[config.mk]
export PLATFORM = sky130hd
export DESIGN_NAME = trackpad_indicator_led_controller_flat
export DESIGN_NICKNAME = d
export VERILOG_FILES = /design/src/design/tpled_pkg.sv /design/src/design/tpled_in_if.sv /design/src/design/tpled_out_if.sv /design/src/design/trackpad_indicator_led_controller.sv /design/src/flat_wrapper.sv
export SDC_FILE = /design/constraint.sdc
export NUM_CORES = 1
export LEC_CHECK = 0
export BUFFER_PORTS_ARGS = -buffer_cell sky130_fd_sc_hd__clkbuf_2
export CAP_MARGIN = 20
export CORE_MARGIN = 3
export CORE_UTILIZATION = 63
export DETAILED_ROUTE_END_ITERATION = 10
export PLACE_DENSITY = 0.82
export SLEW_MARGIN = 10
export SYNTH_ARGS = -nofsm -noshare
export SYNTH_HDL_FRONTEND = slang
export SYNTH_SLANG_ARGS = --single-unit
[constraint.sdc]
create_clock -name clk -period 9 [get_ports clk]
set_clock_uncertainty 0.1 [all_clocks]
set_input_delay 1.8 -clock clk [delete_from_list [all_inputs] [get_ports clk]]
set_output_delay 1.8 -clock clk [all_outputs]
set_load 0.1 [all_outputs]
[src/design/tpled_pkg.sv]
package tpled_pkg;

	// Field widths.
	localparam int unsigned FUNC_W   = 2;
	localparam int unsigned LEVEL_W  = 7;
	localparam int unsigned BRT_W    = 8;
	localparam int unsigned IND_W    = 8;
	localparam int unsigned TICK_W   = 16;
	localparam int unsigned CFG_IDX_W = 3;
	localparam int unsigned CFG_DATA_W = 16;

	// Item kinds.
	localparam logic [FUNC_W-1:0] FUNC_STATUS = 2'd0;
	localparam logic [FUNC_W-1:0] FUNC_IND    = 2'd1;
	localparam logic [FUNC_W-1:0] FUNC_TICK   = 2'd2;

	// Caps lock position within the HID indicator bits.
	localparam int unsigned CAPS_BIT = 1;

	// Configuration register indexes.
	localparam logic [CFG_IDX_W-1:0] REG_LEVEL_MIN    = 3'd0;
	localparam logic [CFG_IDX_W-1:0] REG_LEVEL_MAX    = 3'd1;
	localparam logic [CFG_IDX_W-1:0] REG_BREATH_FLOOR = 3'd2;
	localparam logic [CFG_IDX_W-1:0] REG_BREATH_STEP  = 3'd3;
	localparam logic [CFG_IDX_W-1:0] REG_FRAME_TICKS  = 3'd4;
	localparam logic [CFG_IDX_W-1:0] REG_OFF_DELAY    = 3'd5;

	// Reset values of the configuration registers.
	localparam logic [LEVEL_W-1:0] RST_LEVEL_MIN    = 7'd10;
	localparam logic [LEVEL_W-1:0] RST_LEVEL_MAX    = 7'd100;
	localparam logic [LEVEL_W-1:0] RST_BREATH_FLOOR = 7'd20;
	localparam logic [LEVEL_W-1:0] RST_BREATH_STEP  = 7'd5;
	localparam logic [TICK_W-1:0]  RST_FRAME_TICKS  = 16'd40;
	localparam logic [TICK_W-1:0]  RST_OFF_DELAY    = 16'd5000;

endpackage

[src/design/tpled_in_if.sv]
interface tpled_in_if;
	logic                               valid;
	logic                               ready;
	logic [tpled_pkg::FUNC_W-1:0]       func;
	logic                               touched;
	logic                               kb_active;
	logic [tpled_pkg::BRT_W-1:0]        backlight_level;
	logic [tpled_pkg::IND_W-1:0]        indicators;

	modport source (
		output valid, func, touched, kb_active, backlight_level, indicators,
		input  ready
	);
	modport sink (
		input  valid, func, touched, kb_active, backlight_level, indicators,
		output ready
	);
endinterface

[src/design/tpled_out_if.sv]
interface tpled_out_if;
	logic                               valid;
	logic                               ready;
	logic                               led_write;
	logic [tpled_pkg::LEVEL_W-1:0]      led_level;
	logic [tpled_pkg::LEVEL_W-1:0]      last_valid_level;

	modport source (
		output valid, led_write, led_level, last_valid_level,
		input  ready
	);
	modport sink (
		input  valid, led_write, led_level, last_valid_level,
		output ready
	);
endinterface

[src/design/trackpad_indicator_led_controller.sv]
// Indicator LED controller for a trackpad with caps lock breathing.
// Input channel in_ch: one beat per item (status sample, HID indicator update
// or one-millisecond tick). Output channel out_ch: exactly one beat per item,
// in order, carrying led_write, led_level and last_valid_level.
// The item is captured in an input register, evaluated against the stored
// state combinationally, and the result lands in an output register.
// Throughput is one item per cycle while the receiver does not stall; the state
// update loop sets it.
// When the receiver stalls, the output register holds its beat and the input
// register fills; in_ch.ready drops only once both are occupied, and it
// rises again in the same cycle the output beat is taken.
// Configuration is written through cfg_we, cfg_index and cfg_data; the user must
// do so only while the block is idle, not enforced here; indexes 6 and 7 are ignored.
// arst_n clears both pipeline registers, restores the configuration defaults
// (min 10, max 100, floor 20, step 5, frame 40 ticks, off delay 5000 ticks)
// and returns the LED state to caps off, untouched, stored level 100.
module trackpad_indicator_led_controller (
	input  logic                                 clk,
	input  logic                                 arst_n,
	input  logic                                 cfg_we,
	input  logic [tpled_pkg::CFG_IDX_W-1:0]      cfg_index,
	input  logic [tpled_pkg::CFG_DATA_W-1:0]     cfg_data,
	tpled_in_if.sink                             in_ch,
	tpled_out_if.source                          out_ch
);

	typedef struct packed {
		logic [tpled_pkg::LEVEL_W-1:0] level;
		logic                          rising;
	} breath_t;

	// One breathing frame: advance the triangle wave by one step.
	function automatic breath_t breath_next(
		input logic [tpled_pkg::LEVEL_W-1:0] lvl,
		input logic                          up,
		input logic [tpled_pkg::LEVEL_W-1:0] lmax,
		input logic [tpled_pkg::LEVEL_W-1:0] floor_lvl,
		input logic [tpled_pkg::LEVEL_W-1:0] step
	);
		logic [tpled_pkg::LEVEL_W:0] sum;
		logic [tpled_pkg::LEVEL_W:0] lim;
		breath_t                     res;
		sum = {1'b0, lvl} + {1'b0, step};
		lim = {1'b0, floor_lvl} + {1'b0, step};
		if (up) begin
			res.level  = (sum < {1'b0, lmax}) ? sum[tpled_pkg::LEVEL_W-1:0] : lmax;
			res.rising = !(res.level >= lmax);
		end else begin
			res.level  = ({1'b0, lvl} >= lim) ? (lvl - step) : floor_lvl;
			res.rising = (res.level <= floor_lvl);
		end
		return res;
	endfunction

	// Configuration registers.
	logic [tpled_pkg::LEVEL_W-1:0] level_min_q, level_max_q, breath_floor_q, breath_step_q;
	logic [tpled_pkg::TICK_W-1:0]  frame_ticks_q, off_delay_q;

	always_ff @(posedge clk or negedge arst_n) begin
		if (!arst_n) begin
			level_min_q    <= tpled_pkg::RST_LEVEL_MIN;
			level_max_q    <= tpled_pkg::RST_LEVEL_MAX;
			breath_floor_q <= tpled_pkg::RST_BREATH_FLOOR;
			breath_step_q  <= tpled_pkg::RST_BREATH_STEP;
			frame_ticks_q  <= tpled_pkg::RST_FRAME_TICKS;
			off_delay_q    <= tpled_pkg::RST_OFF_DELAY;
		end else if (cfg_we) begin
			case (cfg_index)
				tpled_pkg::REG_LEVEL_MIN:    level_min_q    <= cfg_data[tpled_pkg::LEVEL_W-1:0];
				tpled_pkg::REG_LEVEL_MAX:    level_max_q    <= cfg_data[tpled_pkg::LEVEL_W-1:0];
				tpled_pkg::REG_BREATH_FLOOR: breath_floor_q <= cfg_data[tpled_pkg::LEVEL_W-1:0];
				tpled_pkg::REG_BREATH_STEP:  breath_step_q  <= cfg_data[tpled_pkg::LEVEL_W-1:0];
				tpled_pkg::REG_FRAME_TICKS:  frame_ticks_q  <= cfg_data;
				tpled_pkg::REG_OFF_DELAY:    off_delay_q    <= cfg_data;
				default: ;
			endcase
		end
	end

	// Pipeline handshake: the input register advances whenever the output slot is free.
	logic s1_valid_q;
	logic out_valid_q;
	logic advance;

	assign advance     = !out_valid_q || out_ch.ready;
	assign in_ch.ready = !s1_valid_q || advance;

	always_ff @(posedge clk or negedge arst_n) begin
		if (!arst_n) begin
			s1_valid_q  <= 1'b0;
			out_valid_q <= 1'b0;
		end else begin
			if (in_ch.ready) begin
				s1_valid_q <= in_ch.valid;
			end
			if (advance) begin
				out_valid_q <= s1_valid_q;
			end
		end
	end

	// Input register payload.
	logic [tpled_pkg::FUNC_W-1:0] func_s1;
	logic                         touched_s1;
	logic                         kb_active_s1;
	logic [tpled_pkg::BRT_W-1:0]  backlight_s1;
	logic [tpled_pkg::IND_W-1:0]  indicators_s1;

	always_ff @(posedge clk) begin
		if (in_ch.ready && in_ch.valid) begin
			func_s1       <= in_ch.func;
			touched_s1    <= in_ch.touched;
			kb_active_s1  <= in_ch.kb_active;
			backlight_s1  <= in_ch.backlight_level;
			indicators_s1 <= in_ch.indicators;
		end
	end

	// Controller state.
	logic                          caps_q, touch_q, kb_was_q, rising_q, armed_q;
	logic [tpled_pkg::LEVEL_W-1:0] breath_q, valid_lvl_q;
	logic [tpled_pkg::BRT_W-1:0]   seen_brt_q;
	logic [tpled_pkg::TICK_W-1:0]  frame_cnt_q, off_cnt_q;

	logic                          caps_d, touch_d, kb_was_d, rising_d, armed_d;
	logic [tpled_pkg::LEVEL_W-1:0] breath_d, valid_lvl_d;
	logic [tpled_pkg::BRT_W-1:0]   seen_brt_d;
	logic [tpled_pkg::TICK_W-1:0]  frame_cnt_d, off_cnt_d;
	logic                          wr_d;
	logic [tpled_pkg::LEVEL_W-1:0] wr_lvl_d;

	logic [tpled_pkg::LEVEL_W-1:0] brt_capped;
	logic [tpled_pkg::LEVEL_W-1:0] derived;
	logic                          brt_nz;
	logic                          caps_new;
	breath_t                       frame;

	// Backlight-derived level: clamp to level_max, then raise to level_min.
	always_comb begin
		brt_capped = (backlight_s1 < {1'b0, level_max_q}) ?
			backlight_s1[tpled_pkg::LEVEL_W-1:0] : level_max_q;
		derived    = (brt_capped > level_min_q) ? brt_capped : level_min_q;
		brt_nz     = (backlight_s1 != '0);
		caps_new   = indicators_s1[tpled_pkg::CAPS_BIT];
	end

	// Next-state and result logic for the item in the input register.
	always_comb begin
		caps_d      = caps_q;
		touch_d     = touch_q;
		kb_was_d    = kb_was_q;
		rising_d    = rising_q;
		armed_d     = armed_q;
		breath_d    = breath_q;
		valid_lvl_d = valid_lvl_q;
		seen_brt_d  = seen_brt_q;
		frame_cnt_d = frame_cnt_q;
		off_cnt_d   = off_cnt_q;
		wr_d        = 1'b0;
		wr_lvl_d    = '0;
		frame       = breath_next(breath_q, rising_q, level_max_q, breath_floor_q,
			breath_step_q);

		case (func_s1)
			tpled_pkg::FUNC_STATUS: begin
				// Keyboard activity edge.
				if (kb_active_s1 != kb_was_q) begin
					kb_was_d = kb_active_s1;
					if (kb_active_s1 && brt_nz) begin
						seen_brt_d  = backlight_s1;
						valid_lvl_d = derived;
					end
				end
				// Touch edge while caps lock is off.
				if (!caps_q && (touched_s1 != touch_q)) begin
					touch_d = touched_s1;
					if (touched_s1) begin
						if (kb_was_d && brt_nz) begin
							valid_lvl_d = derived;
						end
						wr_d     = 1'b1;
						wr_lvl_d = (valid_lvl_d < level_max_q) ? valid_lvl_d : level_max_q;
						armed_d  = 1'b0;
					end else begin
						armed_d   = 1'b1;
						off_cnt_d = '0;
					end
				end
				// Backlight change while the keyboard is active.
				if (!caps_q && kb_was_d && (backlight_s1 != seen_brt_d)) begin
					seen_brt_d = backlight_s1;
					if (brt_nz) begin
						valid_lvl_d = derived;
						if (touch_d) begin
							wr_d     = 1'b1;
							wr_lvl_d = (derived < level_max_q) ? derived : level_max_q;
						end
					end
				end
			end
			tpled_pkg::FUNC_IND: begin
				if (caps_new != caps_q) begin
					caps_d = caps_new;
					if (caps_new) begin
						// Breathing restarts at level_min and its first frame is shown now.
						frame = breath_next(level_min_q, 1'b1, level_max_q,
							breath_floor_q, breath_step_q);
						wr_d        = 1'b1;
						wr_lvl_d    = (level_min_q < level_max_q) ? level_min_q : level_max_q;
						breath_d    = frame.level;
						rising_d    = frame.rising;
						armed_d     = 1'b0;
						frame_cnt_d = '0;
					end else begin
						touch_d  = touched_s1;
						wr_d     = 1'b1;
						wr_lvl_d = touched_s1 ?
							((valid_lvl_q < level_max_q) ? valid_lvl_q : level_max_q) : '0;
					end
				end
			end
			tpled_pkg::FUNC_TICK: begin
				// Breathing frame timer.
				if (caps_q) begin
					frame_cnt_d = frame_cnt_q + tpled_pkg::TICK_W'(1);
					if (frame_cnt_d >= frame_ticks_q) begin
						frame_cnt_d = '0;
						wr_d        = 1'b1;
						wr_lvl_d    = (breath_q < level_max_q) ? breath_q : level_max_q;
						breath_d    = frame.level;
						rising_d    = frame.rising;
					end
				end
				// Auto-off timer after release.
				if (armed_q) begin
					off_cnt_d = off_cnt_q + tpled_pkg::TICK_W'(1);
					if (off_cnt_d >= off_delay_q) begin
						armed_d   = 1'b0;
						off_cnt_d = '0;
						if (!caps_q && !touched_s1) begin
							touch_d  = 1'b0;
							wr_d     = 1'b1;
							wr_lvl_d = '0;
						end
					end
				end
			end
			default: ;
		endcase
	end

	// State update when the item leaves the input register.
	logic take;
	assign take = s1_valid_q && advance;

	always_ff @(posedge clk or negedge arst_n) begin
		if (!arst_n) begin
			caps_q      <= 1'b0;
			touch_q     <= 1'b0;
			kb_was_q    <= 1'b0;
			rising_q    <= 1'b1;
			armed_q     <= 1'b0;
			breath_q    <= tpled_pkg::RST_LEVEL_MIN;
			valid_lvl_q <= tpled_pkg::RST_LEVEL_MAX;
			seen_brt_q  <= '0;
			frame_cnt_q <= '0;
			off_cnt_q   <= '0;
		end else if (take) begin
			caps_q      <= caps_d;
			touch_q     <= touch_d;
			kb_was_q    <= kb_was_d;
			rising_q    <= rising_d;
			armed_q     <= armed_d;
			breath_q    <= breath_d;
			valid_lvl_q <= valid_lvl_d;
			seen_brt_q  <= seen_brt_d;
			frame_cnt_q <= frame_cnt_d;
			off_cnt_q   <= off_cnt_d;
		end
	end

	// Output register payload.
	logic                          led_write_s2;
	logic [tpled_pkg::LEVEL_W-1:0] led_level_s2, last_valid_s2;

	always_ff @(posedge clk) begin
		if (take) begin
			led_write_s2  <= wr_d;
			led_level_s2  <= wr_lvl_d;
			last_valid_s2 <= valid_lvl_d;
		end
	end

	assign out_ch.valid            = out_valid_q;
	assign out_ch.led_write        = led_write_s2;
	assign out_ch.led_level        = led_level_s2;
	assign out_ch.last_valid_level = last_valid_s2;

`ifndef SYNTHESIS
	// Breathing cancels any pending auto-off, and release cannot arm it while breathing.
	a_caps_disarms: assert property (@(posedge clk) disable iff (!arst_n)
		caps_q |-> !armed_q)
		else $error("auto-off armed while caps lock breathing");

	// A held input beat stays in the input register while the output is stalled.
	a_s1_holds: assert property (@(posedge clk) disable iff (!arst_n)
		(s1_valid_q && !advance) |=> (s1_valid_q && $stable(func_s1)
			&& $stable(backlight_s1) && $stable(indicators_s1)))
		else $error("input register changed under stall");

	// The controller state does not move while the result beat is stalled.
	a_state_frozen: assert property (@(posedge clk) disable iff (!arst_n)
		(out_valid_q && !out_ch.ready) |=> ($stable(valid_lvl_q) && $stable(caps_q)
			&& $stable(frame_cnt_q) && $stable(off_cnt_q)))
		else $error("state updated while output stalled");

	// A result beat without an LED write carries level zero.
	a_no_write_zero: assert property (@(posedge clk) disable iff (!arst_n)
		(out_valid_q && !led_write_s2) |-> (led_level_s2 == '0))
		else $error("nonzero level without LED write");
`endif

endmodule

[src/flat_wrapper.sv]
// flat-port wrapper written by rule: the top's interface ports become plain ports
module trackpad_indicator_led_controller_flat 
  (clk, arst_n, cfg_we, cfg_index, cfg_data, in_ch_valid, in_ch_func, in_ch_touched, in_ch_kb_active, in_ch_backlight_level, in_ch_indicators, in_ch_ready, out_ch_valid, out_ch_led_write, out_ch_led_level, out_ch_last_valid_level, out_ch_ready);
  tpled_in_if in_ch_i ();
  tpled_out_if out_ch_i ();
  input  logic clk;
  input  logic arst_n;
  input  logic cfg_we;
  input  logic [tpled_pkg::CFG_IDX_W-1:0] cfg_index;
  input  logic [tpled_pkg::CFG_DATA_W-1:0] cfg_data;
  input wire logic [$bits(in_ch_i.valid)-1:0] in_ch_valid;
  input wire logic [$bits(in_ch_i.func)-1:0] in_ch_func;
  input wire logic [$bits(in_ch_i.touched)-1:0] in_ch_touched;
  input wire logic [$bits(in_ch_i.kb_active)-1:0] in_ch_kb_active;
  input wire logic [$bits(in_ch_i.backlight_level)-1:0] in_ch_backlight_level;
  input wire logic [$bits(in_ch_i.indicators)-1:0] in_ch_indicators;
  output wire logic [$bits(in_ch_i.ready)-1:0] in_ch_ready;
  output wire logic [$bits(out_ch_i.valid)-1:0] out_ch_valid;
  output wire logic [$bits(out_ch_i.led_write)-1:0] out_ch_led_write;
  output wire logic [$bits(out_ch_i.led_level)-1:0] out_ch_led_level;
  output wire logic [$bits(out_ch_i.last_valid_level)-1:0] out_ch_last_valid_level;
  input wire logic [$bits(out_ch_i.ready)-1:0] out_ch_ready;
  assign in_ch_i.valid = in_ch_valid;
  assign in_ch_i.func = in_ch_func;
  assign in_ch_i.touched = in_ch_touched;
  assign in_ch_i.kb_active = in_ch_kb_active;
  assign in_ch_i.backlight_level = in_ch_backlight_level;
  assign in_ch_i.indicators = in_ch_indicators;
  assign in_ch_ready = in_ch_i.ready;
  assign out_ch_valid = out_ch_i.valid;
  assign out_ch_led_write = out_ch_i.led_write;
  assign out_ch_led_level = out_ch_i.led_level;
  assign out_ch_last_valid_level = out_ch_i.last_valid_level;
  assign out_ch_i.ready = out_ch_ready;
  trackpad_indicator_led_controller u_core (.clk(clk), .arst_n(arst_n), .cfg_we(cfg_we), .cfg_index(cfg_index), .cfg_data(cfg_data), .in_ch(in_ch_i), .out_ch(out_ch_i));
endmodule
==> reports/results.tsv <==
metric	value	unit
final period utilization	0.826	
CTS Buffer Depth	2	
path category of the worst min-delay check	flip-flop to flip-flop	
GR Util All Layers	0.291	
Leakage Power	5.88	nW
Fin Setup TNS	0	ns
initial DRC count	747	
Cells after Synth	1201	
post-synthesis async set-or-reset flop share	0.812	
htree depth	4	
Die Area	19800	sq um
Area growth syn-to-layout	9.16	%
layout cells sized above 1	0.159	
row count	48	
clock root buffer master	clkbuf_16	
overall die height	141	um
Tmin final	7.43	ns
port bufs	53	
Switching Share	0.437	
CTS hold repair buffers	0	
clock sinks	149	
unrepaired setup endpoints after global routing	false	
Via Count	9482	
Finish-stage setup viols	0	
first-pass GRT wire length	46700	um
post-DP HPWL	20400	um
# IOs	61	
CP Capture Type	flip-flop	
initial antenna violation count	0	
DIE WIDTH	141	um
Antenna diodes	0	
combinational share of power	0.556	
routability cong.	0.920	
first drt pass iteration count	7	
Post-Route WL	28500	um
# DRC	0	
gr ovfl total	0	
Slew HR	0.341	
Cell Area, Placed	11900	sq um
initial core utilization	0.653	
cell-internal power	2.16	mW
Clock Pin Slew Worst Setup and Hold Paths	0.06	ns
CTS tree	yes	
FF+latch count, synth	149	
clock power share	0.175	
largest net degree at the start of global routing	73	
Worst Tran Pin Value	0.981	ns
Nets	1447	
final hold violation count	0	
Via density	6.38	
sequential-to-total area share from yosys stat	0.340	
Synth Net Count	1400	
Clock Latency Late Sink	0.44	ns
number of global-route vias before repair	9390	
sequential share of power	0.269	
Post-synth top flop	dfrtp_1	
worst hold margin	0.384	ns
WL per Instance	19.2	um
outcome	finished clean	
Mean Syn Cell Area	9.53	sq um
Net Switching	1.67	mW
critical path arrival	7.48	ns
critical path required time	9.05	ns
post_cts resized	0	
Slew Limit Fails	0	
number of enable flip-flop cells after synthesis	28	
Syn. warnings	0	
cts bufs inserted	17	
P per Cell Area	307	nW/um^2
Crit Path Class	flip-flop to flip-flop	
Yosys cell types	69	
maximum vdd drop	0.000183	V
Max Clk Rate	135	MHz
Synth Cell Area	11400	sq um
Max Cap Viol	0	
Final Cell Area	12500	sq um
worst-path fanout max	11	
core footprint	17500	sq um
Antenna Nets Post-Route	0	
CP Launch Type	flip-flop	
setup bufs post-CTS	0	
cell usage after synthesis (31+ instances only):
master	instances	area [sq um]
inv_1	86	323
nand3_1	42	210
ha_1	151	1890
o21ai_0	84	420
a21oi_1	63	315
clkbuf_1	35	131
mux2i_1	41	410
nor2_1	46	173
mux2_2	75	845
a21o_1	31	233
nand2_1	112	420
dfrtp_1	99	2480
cells by family (layout without fill, tap and decap cells):
group / after synthesis / after routing / share of synthesized area
AO/OA/AOI/OAI: 303 / 303 / 0.166
XOR/XNOR: 53 / 53 / 0.0406
adder cells (fa/ha/maj): 155 / 155 / 0.172
buffers and inverters: 126 / 186 / 0.0420
flip-flops: 149 / 149 / 0.340
multiplexers: 121 / 121 / 0.115
AND/OR/NAND/NOR: 294 / 294 / 0.124
registers in the layout (all words and copies together) (netlist names), 2 cells and up:
| register | count |
|---|---|
| u_core.backlight_s1 | 8 |
| u_core.breath_floor_q | 7 |
| u_core.breath_q | 7 |
| u_core.breath_step_q | 7 |
| u_core.frame_cnt_q | 16 |
| u_core.frame_ticks_q | 16 |
| u_core.func_s1 | 2 |
| u_core.level_max_q | 7 |
| u_core.level_min_q | 7 |
| u_core.off_cnt_q | 16 |
| u_core.off_delay_q | 16 |
| u_core.out_ch.last_valid_level | 7 |
| u_core.out_ch.led_level | 7 |
| u_core.seen_brt_q | 8 |
| u_core.valid_lvl_q | 7 |
area by class of cell:
type	instances	area, sq um
Fill cell	1292	5040
Timing Repair Buffer	65	360
Sequential cell	149	3900
Tap cell	225	282
Clock inverter	9	70.1
Multi-Input combinational cell	926	7070
Clock buffer	23	478
Inverter	89	334
path summary, 6_finish.rpt:
kind | startpoint | endpoint | slack [ns] | depth (start not counted)
min in group asynchronous | arst_n | u_core.out_ch.valid | 1.29 | 1
worst max register to register | u_core.level_max_q[6] | u_core.out_ch.led_level[1] | 1.57 | 21
worst min-delay path | u_core.off_cnt_q[10] | u_core.off_cnt_q[10] | 0.38 | 2
worst max-delay path | u_core.level_max_q[6] | u_core.out_ch.led_level[1] | 1.57 | 21
max in group asynchronous | arst_n | u_core.breath_floor_q[6] | 6.13 | 2
worst min register to register | u_core.off_cnt_q[10] | u_core.off_cnt_q[10] | 0.38 | 2
worst max-delay path: stages (launching register included):
cell and delay (ns):
dfstp_2 0.65, inv_1 0.31, ha_1 0.41, and4b_4 0.24, a211o_1 0.35, a31oi_1 0.25
mux2_2 0.39, ha_1 0.35, a21oi_1 0.19, nand2_1 0.10, a211oi_1 0.57, nor2_1 0.30
mux2_2 0.42, ha_1 0.33, a21oi_1 0.16, nand2_1 0.07, a211oi_1 0.47, nand2_1 0.12
o211ai_1 0.58, mux2_2 0.41, a221oi_1 0.24, o21ai_1 0.14
power by group through the flow:
stage          Combinational, mW  Sequential [mW]  Clock (mW)
5_1_grt                     2.36             1.05       0.703
4_1_cts                     2.10             1.02       0.673
3_5_place_dp                2.06             1.04           0
2_1_floorplan               1.58             1.04           0
3_3_place_gp                1.97             1.03           0
6_report                    2.13             1.03       0.672
routing by layer:
metal | track usage | up-vias | share of wire
li1 | - | 4476 | -
met1 | 0.373 | 4555 | 0.42
met2 | 0.488 | 354 | 0.48
met3 | 0.0509 | 97 | 0.059
met4 | 0.124 | 0 | 0.038
met5 | 0 | - | 0
cells in the final DEF, fill, tap and decap left out, types with 30 or more instances in the layout:
| cell | count |
|---|---|
| ha_1 | 151 |
| nand2_1 | 112 |
| dfrtp_1 | 99 |
| inv_1 | 86 |
| o21ai_0 | 84 |
| mux2_2 | 75 |
| a21oi_1 | 63 |
| clkbuf_2 | 52 |
| nor2_1 | 46 |
| nand3_1 | 42 |
| mux2i_1 | 41 |
| a21o_1 | 31 |
| o21ai_1 | 30 |
through the flow:
step | setup slack [ns] | total power, mW | utilization | instances
floorplan | 2.68 | 2.62 | - | 1201
global placement | 2.04 | 3.00 | 0.681 | 1453
detailed placement | 1.92 | 3.10 | 0.681 | 1454
CTS | 1.76 | 3.80 | 0.712 | 1486
global route | 1.34 | 4.11 | 0.712 | 1486
finish | 1.57 | 3.84 | 0.712 | 1486
(Power assumes the default switching activity.)
